==> config.mk <==
export PLATFORM = sky130hd
export DESIGN_NAME = sha256_message_hasher
export DESIGN_NICKNAME = d
export VERILOG_FILES = /design/src/sv/sha256_pkg.sv /design/src/sv/sha256_message_hasher.sv
export SDC_FILE = /design/constraint.sdc
export NUM_CORES = 2
export LEC_CHECK = 0
export ABC_AREA = 0
export BUFFER_PORTS_ARGS = -buffer_cell sky130_fd_sc_hd__buf_2
export CAP_MARGIN = 15
export CORE_UTILIZATION = 45
export CTS_BUF_LIST = sky130_fd_sc_hd__clkbuf_8
export DETAILED_ROUTE_END_ITERATION = 8
export HOLD_SLACK_MARGIN = 0.02
export PLACE_DENSITY = 0.58
export SKIP_LAST_GASP = 1
export SYNTH_ARGS = -nofsm -noshare
export SYNTH_HDL_FRONTEND = slang
export SYNTH_SLANG_ARGS = --single-unit
==> constraint.sdc <==
create_clock -name clk_i -period 19.6 [get_ports clk_i]
set_input_delay 3.92 -clock clk_i [delete_from_list [all_inputs] [get_ports clk_i]]
set_output_delay 3.92 -clock clk_i [all_outputs]
set_load 0.01 [all_outputs]
==> src/sv/sha256_pkg.sv <==
package sha256_pkg;

  typedef logic [31:0] word_t;

  localparam word_t InitHash [8] = '{
    32'h6a09e667, 32'hbb67ae85, 32'h3c6ef372, 32'ha54ff53a,
    32'h510e527f, 32'h9b05688c, 32'h1f83d9ab, 32'h5be0cd19
  };

  localparam word_t RoundK [64] = '{
    32'h428a2f98, 32'h71374491, 32'hb5c0fbcf, 32'he9b5dba5,
    32'h3956c25b, 32'h59f111f1, 32'h923f82a4, 32'hab1c5ed5,
    32'hd807aa98, 32'h12835b01, 32'h243185be, 32'h550c7dc3,
    32'h72be5d74, 32'h80deb1fe, 32'h9bdc06a7, 32'hc19bf174,
    32'he49b69c1, 32'hefbe4786, 32'h0fc19dc6, 32'h240ca1cc,
    32'h2de92c6f, 32'h4a7484aa, 32'h5cb0a9dc, 32'h76f988da,
    32'h983e5152, 32'ha831c66d, 32'hb00327c8, 32'hbf597fc7,
    32'hc6e00bf3, 32'hd5a79147, 32'h06ca6351, 32'h14292967,
    32'h27b70a85, 32'h2e1b2138, 32'h4d2c6dfc, 32'h53380d13,
    32'h650a7354, 32'h766a0abb, 32'h81c2c92e, 32'h92722c85,
    32'ha2bfe8a1, 32'ha81a664b, 32'hc24b8b70, 32'hc76c51a3,
    32'hd192e819, 32'hd6990624, 32'hf40e3585, 32'h106aa070,
    32'h19a4c116, 32'h1e376c08, 32'h2748774c, 32'h34b0bcb5,
    32'h391c0cb3, 32'h4ed8aa4a, 32'h5b9cca4f, 32'h682e6ff3,
    32'h748f82ee, 32'h78a5636f, 32'h84c87814, 32'h8cc70208,
    32'h90befffa, 32'ha4506ceb, 32'hbef9a3f7, 32'hc67178f2
  };

  localparam logic [7:0] PadByte = 8'h80;

  function automatic word_t rotr(word_t x, int n);
    rotr = (x >> n) | (x << (32 - n));
  endfunction

endpackage

==> src/sv/sha256_message_hasher.sv <==
// Channel  | Signals                                          | Direction
// ---------+--------------------------------------------------+----------
// input    | in_valid_i, in_stall_o, data_word_i, bytes_valid_i,| into block
//          | end_of_message_i                                 |
// digest   | out_valid_o, out_stall_i, digest_word_o,         | out of block
//          | word_index_o, last_word_o                        |
//
// A word is taken while idle, then its valid bytes (up to four) merge one at a
// time into the block memory before the input opens again.
// A full block first loads the schedule ring from memory through the registered
// read port, then runs 64 rounds at one per cycle and folds into the hash.
// The end of a message adds pad bytes (at most 64) written one at a time, the
// two length words, and one or two block passes; then eight digest words leave.
// The input stalls whenever the block is not idle; an output stall holds the
// current digest word. Reset (rst_ni low) restores the initial hash at once.
module sha256_message_hasher (
  input  logic        clk_i,
  input  logic        rst_ni,
  input  logic        in_valid_i,
  output logic        in_stall_o,
  input  logic [31:0] data_word_i,
  input  logic [2:0]  bytes_valid_i,
  input  logic        end_of_message_i,
  output logic        out_valid_o,
  input  logic        out_stall_i,
  output logic [31:0] digest_word_o,
  output logic [2:0]  word_index_o,
  output logic        last_word_o
);

  localparam logic [2:0] StIdle = 3'd0;
  localparam logic [2:0] StByte = 3'd1;  // merge one byte into the block
  localparam logic [2:0] StPad  = 3'd2;  // append pad bytes
  localparam logic [2:0] StLen  = 3'd3;  // write length words
  localparam logic [2:0] StComp = 3'd4;  // load the schedule ring, then 64 rounds
  localparam logic [2:0] StAdd  = 3'd5;  // fold working vars into hash
  localparam logic [2:0] StOut  = 3'd6;  // emit digest

  logic [2:0] state_q, state_d;

  // Block memory: 16 words, one write port, one registered read port.
  // A read of the word being written in the same cycle returns the new data.
  // The message schedule is copied out into a 16-word shift ring.
  sha256_pkg::word_t blk_mem [16];
  logic        mem_we;
  logic [3:0]  mem_waddr, mem_raddr;
  sha256_pkg::word_t mem_wdata, mem_rdata_q;

  always_ff @(posedge clk_i) begin
    if (mem_we) begin
      blk_mem[mem_waddr] <= mem_wdata;
    end
    if (mem_we && (mem_waddr == mem_raddr)) begin
      mem_rdata_q <= mem_wdata;
    end else begin
      mem_rdata_q <= blk_mem[mem_raddr];
    end
  end

  // Input holding registers.
  sha256_pkg::word_t data_q, data_d;
  logic [2:0] left_q, left_d;
  logic       eom_q, eom_d;
  logic       final_q, final_d;   // this compression belongs to the finish

  logic [5:0]  fill_q, fill_d;
  logic [63:0] len_q, len_d;
  logic        pad_first_q, pad_first_d;
  logic        len_hi_q, len_hi_d;

  sha256_pkg::word_t hash_q [8];
  sha256_pkg::word_t hash_d [8];
  sha256_pkg::word_t v_q [8];
  sha256_pkg::word_t v_d [8];
  sha256_pkg::word_t wring_q [16];
  sha256_pkg::word_t wring_d [16];
  logic [6:0] rnd_q, rnd_d;
  logic [6:0] k_idx;
  logic [2:0] oidx_q, oidx_d;
  logic       ovld_q, ovld_d;

  // Byte merge: a byte at lane 0 replaces the word, otherwise OR in.
  logic [7:0]  cur_byte;
  logic [1:0]  lane;
  sha256_pkg::word_t merged;
  logic        rd_pending_q, rd_pending_d;

  assign lane = fill_q[1:0];

  always_comb begin
    case (lane)
      2'd0:    merged = {cur_byte, 24'h0};
      2'd1:    merged = mem_rdata_q | {8'h0, cur_byte, 16'h0};
      2'd2:    merged = mem_rdata_q | {16'h0, cur_byte, 8'h0};
      default: merged = mem_rdata_q | {24'h0, cur_byte};
    endcase
  end

  assign k_idx = rnd_q - 7'd17;

  // Round logic, the schedule held in a 16-word shift ring loaded from memory.
  sha256_pkg::word_t w_cur, t1, t2, s0w, s1w, wnew;
  always_comb begin
    w_cur = wring_q[0];
    s0w = sha256_pkg::rotr(wring_q[1], 7) ^ sha256_pkg::rotr(wring_q[1], 18)
        ^ (wring_q[1] >> 3);
    s1w = sha256_pkg::rotr(wring_q[14], 17) ^ sha256_pkg::rotr(wring_q[14], 19)
        ^ (wring_q[14] >> 10);
    wnew = s1w + wring_q[9] + s0w + wring_q[0];
    t1 = v_q[7] + (sha256_pkg::rotr(v_q[4], 6) ^ sha256_pkg::rotr(v_q[4], 11)
         ^ sha256_pkg::rotr(v_q[4], 25))
       + ((v_q[4] & v_q[5]) ^ (~v_q[4] & v_q[6]))
       + sha256_pkg::RoundK[k_idx[5:0]] + w_cur;
    t2 = (sha256_pkg::rotr(v_q[0], 2) ^ sha256_pkg::rotr(v_q[0], 13)
         ^ sha256_pkg::rotr(v_q[0], 22))
       + ((v_q[0] & v_q[1]) ^ (v_q[0] & v_q[2]) ^ (v_q[1] & v_q[2]));
  end

  assign in_stall_o = (state_q != StIdle);
  assign out_valid_o = ovld_q;
  assign digest_word_o = hash_q[oidx_q];
  assign word_index_o = oidx_q;
  assign last_word_o = (oidx_q == 3'd7);

  always_comb begin
    state_d = state_q;
    data_d = data_q;
    left_d = left_q;
    eom_d = eom_q;
    final_d = final_q;
    fill_d = fill_q;
    len_d = len_q;
    pad_first_d = pad_first_q;
    len_hi_d = len_hi_q;
    hash_d = hash_q;
    v_d = v_q;
    wring_d = wring_q;
    rnd_d = rnd_q;
    oidx_d = oidx_q;
    ovld_d = ovld_q;
    rd_pending_d = 1'b0;
    mem_we = 1'b0;
    mem_waddr = fill_q[5:2];
    mem_raddr = fill_q[5:2];
    mem_wdata = merged;
    cur_byte = data_q[31:24];

    case (state_q)
      StIdle: begin
        if (in_valid_i) begin
          data_d = data_word_i;
          left_d = (bytes_valid_i > 3'd4) ? 3'd4 : bytes_valid_i;
          eom_d = end_of_message_i;
          pad_first_d = 1'b1;
          rd_pending_d = 1'b1;
          if (left_d != 3'd0) begin
            state_d = StByte;
          end else if (end_of_message_i) begin
            state_d = StPad;
          end
        end
      end
      StByte: begin
        // Read of the target word was issued last cycle.
        mem_we = 1'b1;
        data_d = {data_q[23:0], 8'h0};
        left_d = left_q - 3'd1;
        len_d = len_q + 64'd8;
        fill_d = fill_q + 6'd1;
        rd_pending_d = 1'b1;
        mem_raddr = fill_d[5:2];
        if (fill_q == 6'd63) begin
          final_d = 1'b0;
          state_d = StComp;
          rnd_d = 7'd0;
          v_d = hash_q;
        end else if (left_d == 3'd0) begin
          state_d = eom_q ? StPad : StIdle;
        end
      end
      StPad: begin
        cur_byte = pad_first_q ? sha256_pkg::PadByte : 8'h00;
        mem_we = 1'b1;
        pad_first_d = 1'b0;
        fill_d = fill_q + 6'd1;
        mem_raddr = fill_d[5:2];
        if (fill_q == 6'd63) begin
          final_d = 1'b0;
          state_d = StComp;
          rnd_d = 7'd0;
          v_d = hash_q;
        end else if (fill_d == 6'd56) begin
          len_hi_d = 1'b1;
          state_d = StLen;
        end
      end
      StLen: begin
        mem_we = 1'b1;
        mem_waddr = len_hi_q ? 4'd14 : 4'd15;
        mem_wdata = len_hi_q ? len_q[63:32] : len_q[31:0];
        len_hi_d = 1'b0;
        if (!len_hi_q) begin
          final_d = 1'b1;
          fill_d = 6'd0;
          state_d = StComp;
          rnd_d = 7'd0;
          v_d = hash_q;
        end
      end
      StComp: begin
        // The block first streams from memory into the ring through the registered
        // read port; rounds start once the ring is primed.
        if (rnd_q < 7'd17) begin
          mem_raddr = rnd_q[3:0];
          if (rnd_q != 7'd0) begin
            wring_d[rnd_q[3:0] - 4'd1] = mem_rdata_q;
          end
          rnd_d = rnd_q + 7'd1;
        end else begin
          v_d[7] = v_q[6];
          v_d[6] = v_q[5];
          v_d[5] = v_q[4];
          v_d[4] = v_q[3] + t1;
          v_d[3] = v_q[2];
          v_d[2] = v_q[1];
          v_d[1] = v_q[0];
          v_d[0] = t1 + t2;
          for (int i = 0; i < 15; i++) begin
            wring_d[i] = wring_q[i + 1];
          end
          wring_d[15] = wnew;
          rnd_d = rnd_q + 7'd1;
          if (rnd_q == 7'd80) begin
            state_d = StAdd;
          end
        end
      end
      StAdd: begin
        for (int i = 0; i < 8; i++) begin
          hash_d[i] = hash_q[i] + v_q[i];
        end
        if (final_q) begin
          state_d = StOut;
          oidx_d = 3'd0;
          ovld_d = 1'b1;
        end else begin
          mem_raddr = fill_q[5:2];
          rd_pending_d = 1'b1;
          if (left_q != 3'd0) begin
            state_d = StByte;
          end else if (eom_q) begin
            state_d = StPad;
          end else begin
            state_d = StIdle;
          end
        end
      end
      StOut: begin
        if (!out_stall_i) begin
          oidx_d = oidx_q + 3'd1;
          if (oidx_q == 3'd7) begin
            ovld_d = 1'b0;
            state_d = StIdle;
            hash_d = sha256_pkg::InitHash;
            len_d = 64'd0;
            fill_d = 6'd0;
            eom_d = 1'b0;
          end
        end
      end
      default: state_d = StIdle;
    endcase
  end

  // The round loop runs rnd 17..80: that is 64 rounds.
  // Round index into the constant table is rnd-17.
  always_ff @(posedge clk_i or negedge rst_ni) begin
    if (!rst_ni) begin
      state_q <= StIdle;
      left_q <= '0;
      eom_q <= 1'b0;
      final_q <= 1'b0;
      fill_q <= '0;
      len_q <= '0;
      pad_first_q <= 1'b0;
      len_hi_q <= 1'b0;
      hash_q <= sha256_pkg::InitHash;
      rnd_q <= '0;
      oidx_q <= '0;
      ovld_q <= 1'b0;
      rd_pending_q <= 1'b0;
    end else begin
      state_q <= state_d;
      left_q <= left_d;
      eom_q <= eom_d;
      final_q <= final_d;
      fill_q <= fill_d;
      len_q <= len_d;
      pad_first_q <= pad_first_d;
      len_hi_q <= len_hi_d;
      hash_q <= hash_d;
      rnd_q <= rnd_d;
      oidx_q <= oidx_d;
      ovld_q <= ovld_d;
      rd_pending_q <= rd_pending_d;
    end
  end

  always_ff @(posedge clk_i) begin
    data_q <= data_d;
    v_q <= v_d;
    wring_q <= wring_d;
  end

  // A byte merge always follows a cycle that fetched its word.
  assert property (@(posedge clk_i) disable iff (!rst_ni)
    state_q == StByte |-> rd_pending_q)
    else $error("byte merge without prior read");

  // Digest words are only offered while emitting.
  assert property (@(posedge clk_i) disable iff (!rst_ni)
    out_valid_o |-> state_q == StOut)
    else $error("output valid outside emit state");

  // The length is written exactly at fill 56.
  assert property (@(posedge clk_i) disable iff (!rst_ni)
    $rose(state_q == StLen) |-> fill_q == 6'd56)
    else $error("length written at wrong fill");

endmodule
== After elaboration in Yosys (flattened, before gate mapping) ==
Memory sizes are Yosys's and may differ from the RTL's. A register that Yosys moved wholly into a read port is not among the register bits.
Cells that the tools add are included.
Storage, ports and cells
  input bits: 40
  register bits after elaboration: 1147
  word-level logic and storage cells: 246
  bits in read-only memories: 2048
  bits in writable memories: 512
  memories: 2
Memory list
  (no name shown): words 64, bits a word 32, rd ports 1, clocked after Yosys merged registers in 0, wr ports 0, line sha256_message_hasher.sv:113  | + sha256_pkg::RoundK[k_idx[5:0]] + w_cur;
  blk_mem: words 16, bits a word 32, rd ports 1, clocked after Yosys merged registers in 1, wr ports 1, line sha256_message_hasher.sv:44  | sha256_pkg::word_t blk_mem [16];
Operators by class
  add/subtract/negate cells: 25
  bitwise logic cells: 33
  equality and inequality tests: 26
  reductions and logical operators: 33
  muxes and demuxes: 77
  $lt $le $gt $ge: 6
Operators by type and width (number)
  256-bit two-way mux: 5
  512-bit two-way mux: 2
  256-bit case mux with 3 select lines: 1
  32-bit adder: 18
  512-bit bitwise mux: 1
  256-bit case mux with 2 select lines: 1
  32-bit XOR: 9
  32-bit two-way mux: 8
  32-bit bitwise AND: 5
  32-bit demux with 4-bit select: 1
  64-bit two-way mux: 2
  64-bit case mux with 2 select lines: 1
  32-bit binary-select mux with 3-bit select: 1
  32-bit case mux with 3 select lines: 1
  64-bit by 4-bit adder with 64-bit output (second input constant): 1
  32-bit case mux with 2 select lines: 1
  3-bit two-way mux: 17
  32-bit NOT: 1
  10-bit by 32-bit bitwise OR with 32-bit output: 1
  13-bit by 32-bit bitwise OR with 32-bit output: 1
  14-bit by 32-bit bitwise OR with 32-bit output: 1
  15-bit by 32-bit bitwise OR with 32-bit output: 1
  19-bit by 32-bit bitwise OR with 32-bit output: 1
  21-bit by 32-bit bitwise OR with 32-bit output: 1
  other kinds (58): 118

== Longest topological paths before layout ==
  depth after elaboration: 10
  gate-level depth with buffers: 45

== Least setup slack after synthesis ==
OpenSTA, ideal clock, no wires.
  path type: register to register
  start: register rnd_q[2]
  end: register v_q[0] (netlist name) (enable)
  period minus slack after synthesis: 14.907 ns
  arrival: 13.948 ns
  buffers on the path: 3
  slack: 4.693 ns
  cell stages (with the launch flop): 9
  cells stage by stage: dfrtp_1 > inv_1 > nand2_1 > o21ai_1 > and2_0 > clkbuf_1 > buf_1 > clkbuf_1 > a21oi_1
On the way
  cells in the longest elaborated chain, start to end: 3
RTL lines
  start, declared: line sha256_message_hasher.sv:77  | logic [6:0] rnd_q, rnd_d;
  start signal, assigned: line sha256_message_hasher.sv:302  | rnd_q <= rnd_d;
  7-bit by 5-bit less-than comparator with 1-bit output: line sha256_message_hasher.sv:213  | if (rnd_q < 7'd17) begin
  2-bit != test (no line)
  4-bit AND reduction (no line)
  end signal, assigned: line sha256_message_hasher.sv:311  | v_q <= v_d;
  end, declared: line sha256_message_hasher.sv:73  | sha256_pkg::word_t v_q [8];
Every way passes these cells.
A chain may end at the register's enable or synchronous reset.

==> impl_metrics.toml <==
[run_status]
status = "completed"

[synthesis]
netlist_area_um2 = 97300
synthArstFlopShare_pct = 20.72
ys_warn_count = 0
syn-num-nets = 9274
synth_cell_types = 98
ys_seq_area_share_pct = 49.59
syn_area_per_cell_um2 = 11.26
netlist_top_cells_count = "edfxtp_1, nand2_1, o21ai_0"
synth_edf_count = 1312
synth_top_area_share_pct = 40.49
synth_area_leaders = "edfxtp_1, dfrtp_1, mux4_2, ha_1, nand2_1"
synth_seq_cells = 1660
netlist.top_cell.by_area = "edfxtp_1"
ys.flop_type = "edfxtp_1"
yosysMostFrequentCell = "edfxtp_1"
synth_cells = 8639

[final_layout]
syn_to_final_growth_pct = 9.657
nets = 9308
n_fill_cell = 19400
drive_gt1_share_pct = 12.94

[worst_setup_path]
slowest_stage = "ha_4"
timing.rr.end = "v_q[255]"
regToRegStartpoint = "rnd_q[0]"
cpMostUsedCell = "inv_1"
crit_buf_inv = 6
slowest_delay_ns = 0.82
path_delay_family = "compound AO/OA/AOI/OAI gates"
cp-end-kind = "flip-flop"
crit_type = "flip-flop to flip-flop"
cp.required_ns = 20.38
critPathMaxFanout = 68
rrSetupSlack_ns = 8.91
r2r_cells = 37
critPathArrivalTime_ns = 11.47
start_kind = "flip-flop"

[clock_tree]
root_buffer = "clkbuf_8"
clock-sinks = 1660
cts_hold_buf = 0
post_cts_buffers = 0
clk_path_buf_depth = 4
clk_pin_slew_ns = 0.06
cts_tree = "built"
clock_latency_ns = 1.08
cts_buffers = 315
h-tree-depth = 5
post_cts_resized = 0

[sta]
fin_crit_sh_pct = 54.53
clock_skew_ns = 0.08177
holdWs_ns = 0.4822
drv_slew = 0
hold_viol = 0
relSlewSlack_pct = 18.69
setup_viol = 0
period_needed_ns = 10.69
fin_setup_tns_ns = 0
rsz0062_at_grt = "no"
max_freq_mhz = 93.56
worst_pin_slew_ns = 1.186

[grt]
grt_max_degree = 193
grt_first_pass_wirelength_mm = 500.0
grt_overflow = 0
antenna_found_initial = 10
grt_util_all_layers_pct = 31.64
grt_pass1_vias = 69410

[floorplanning]
die_w_um = 467.0
rows = 170
ios = 78
start_util_pct = 45.29
core_region_area_um2 = 214800
fp.dieH_um = 467.0
die_area_um2 = 218100

[routing]
vias_per_cell = 6.166
drtPass1Iterations = 6
vias = 72410
wl_per_cell_um = 29.54
final_antenna_net_count = 0
finalWirelength_mm = 346.9
drt_iter0_markers = 8386
drcViolationCount = 0

[pwr]
power.leakage_nw = 41.07
vdd_drop_max_mv = 0.07287
cellPowerDensity_nw_per_um2 = 65.27

[placed_design]
gp_congestion = 1.006
port_buffers = 77
place_hpwl_mm = 243.6

[job]
cap_violations = 0

[hold_path]
min_from = "wring_q[401]"
min_to = "wring_q[433]"
hold_path_depth = 1
hold_path.class = "flip-flop to flip-flop"
==> power breakdown <==
group	total, mW	switching [mW]	internal (mW)	leakage (nW)
sequential	3.76	0.00209	3.76	15.4
combinational	0.0414	0.0289	0.0125	22.4
clock	3.16	1.53	1.63	3.29
total	6.96	1.56	5.41	41.1
==> worst register-to-register path, delay by kind of cell, from the launching register on <==
family / cells / cell delay (ns)
compound gates: 19 / 3.92
xor+xnor: 1 / 0.35
fa+ha+maj: 6 / 2.94
buf+inv: 6 / 1.60
flops: 1 / 0.37
simple gates: 5 / 1.25
==> placed cells by master (no fill, tap or decap), types with 42 or more instances in the layout <==
cell / netlist / final
o21a_1: 58 / 58
mux4_2: 225 / 225
mux2_2: 64 / 64
inv_1: 518 / 632
buf_4: 0 / 144
ha_1: 399 / 398
nor3_1: 90 / 90
or3_1: 46 / 46
clkinv_1: 0 / 53
dfrtp_1: 208 / 203
xor2_1: 306 / 304
nand3_1: 146 / 146
dfstp_2: 136 / 136
o21bai_1: 53 / 53
nor2_1: 413 / 379
a31oi_1: 53 / 53
edfxtp_1: 1312 / 1312
buf_2: 4 / 76
a21oi_1: 487 / 471
clkbuf_8: 0 / 337
and3_1: 47 / 47
a22o_1: 465 / 465
nand2_1: 1131 / 1126
a21o_1: 202 / 202
nor2b_1: 42 / 42
mux2i_1: 44 / 44
xnor2_1: 314 / 310
nand2b_1: 55 / 55
o21ai_0: 545 / 541
fa_1: 196 / 196
a211oi_1: 54 / 54
==> cell families after synthesis <==
group | Yosys count | share of synthesized area [%]
XOR/XNOR | 621 | 5.605
AND/OR/NAND/NOR | 2121 | 9.523
multiplexers | 333 | 6.401
AO/OA/AOI/OAI | 2278 | 15.71
adder cells (fa/ha/maj) | 598 | 9.194
buffers and inverters | 1028 | 3.971
flip-flops | 1660 | 49.59
==> per-stage QoR <==
step                      util (%)  area [µm²]  std cells  worst slack, ns  total power, mW
final                        49.67      106700      11740            8.911            6.965
after global routing         49.67      106700      11740            8.373            7.175
after CTS                    49.63      106600      11730            9.118            7.031
after detailed placement     47.01      101000      11190            9.174            3.875
after floorplan                  -       97300       8639            4.693            3.845
after global placement       47.00      101000      11190            9.223            3.875
==> worst max-delay path by stage <==
| stage | start | to | slack (ns) | cells after the start |
|---|---|---|---|---|
| floorplan | rnd_q[2] | v_q[0] | 4.69 | 8 |
| finish | rnd_q[0] | v_q[255] | 8.91 | 37 |
| global placement | rnd_q[0] | v_q[255] | 9.22 | 35 |
| detailed placement | rnd_q[0] | v_q[255] | 9.17 | 37 |
| global route | rnd_q[0] | v_q[254] | 8.37 | 37 |
| CTS | rnd_q[0] | v_q[255] | 9.12 | 36 |
==> layer usage <==
metal / GRT usage [%] / up-vias / routed length [µm]
met4: 11.81 / 6 / 13260
met3: 6.386 / 502 / 32370
met2: 45.55 / 3388 / 147800
met1: 46.83 / 36760 / 153400
li1: - / 31750 / -
met5: 0 / - / 34
==> state kept, by name, indices dropped and copies added, names as in the netlist, named ones only <==
register and count:
len_hi_q 1, data_q 32, w_cur 32, pad_first_q 1
out_valid_o 1, left_q 3, rnd_q 7, hash_q 256
v_q 256, wring_q 480, blk_mem 512, word_index_o 3
len_q 61, state_q 3, fill_q 6, eom_q 1
final_q 1
==> final cells by class <==
cell class              instances  area (µm²)  share of cell area (%)
multi-input cells            5951       45700                   42.83
flip-flops and latches       1660       48280                   45.25
repair buffers                227        1590                   1.490
clock buffers                 337        4638                   4.347
diodes                          5       12.51                 0.01173
clock inverters               207       983.4                  0.9217
inverters                     518        1944                   1.822
well taps                    2838        3551                   3.328
Power figures use the tool's default switching activity.
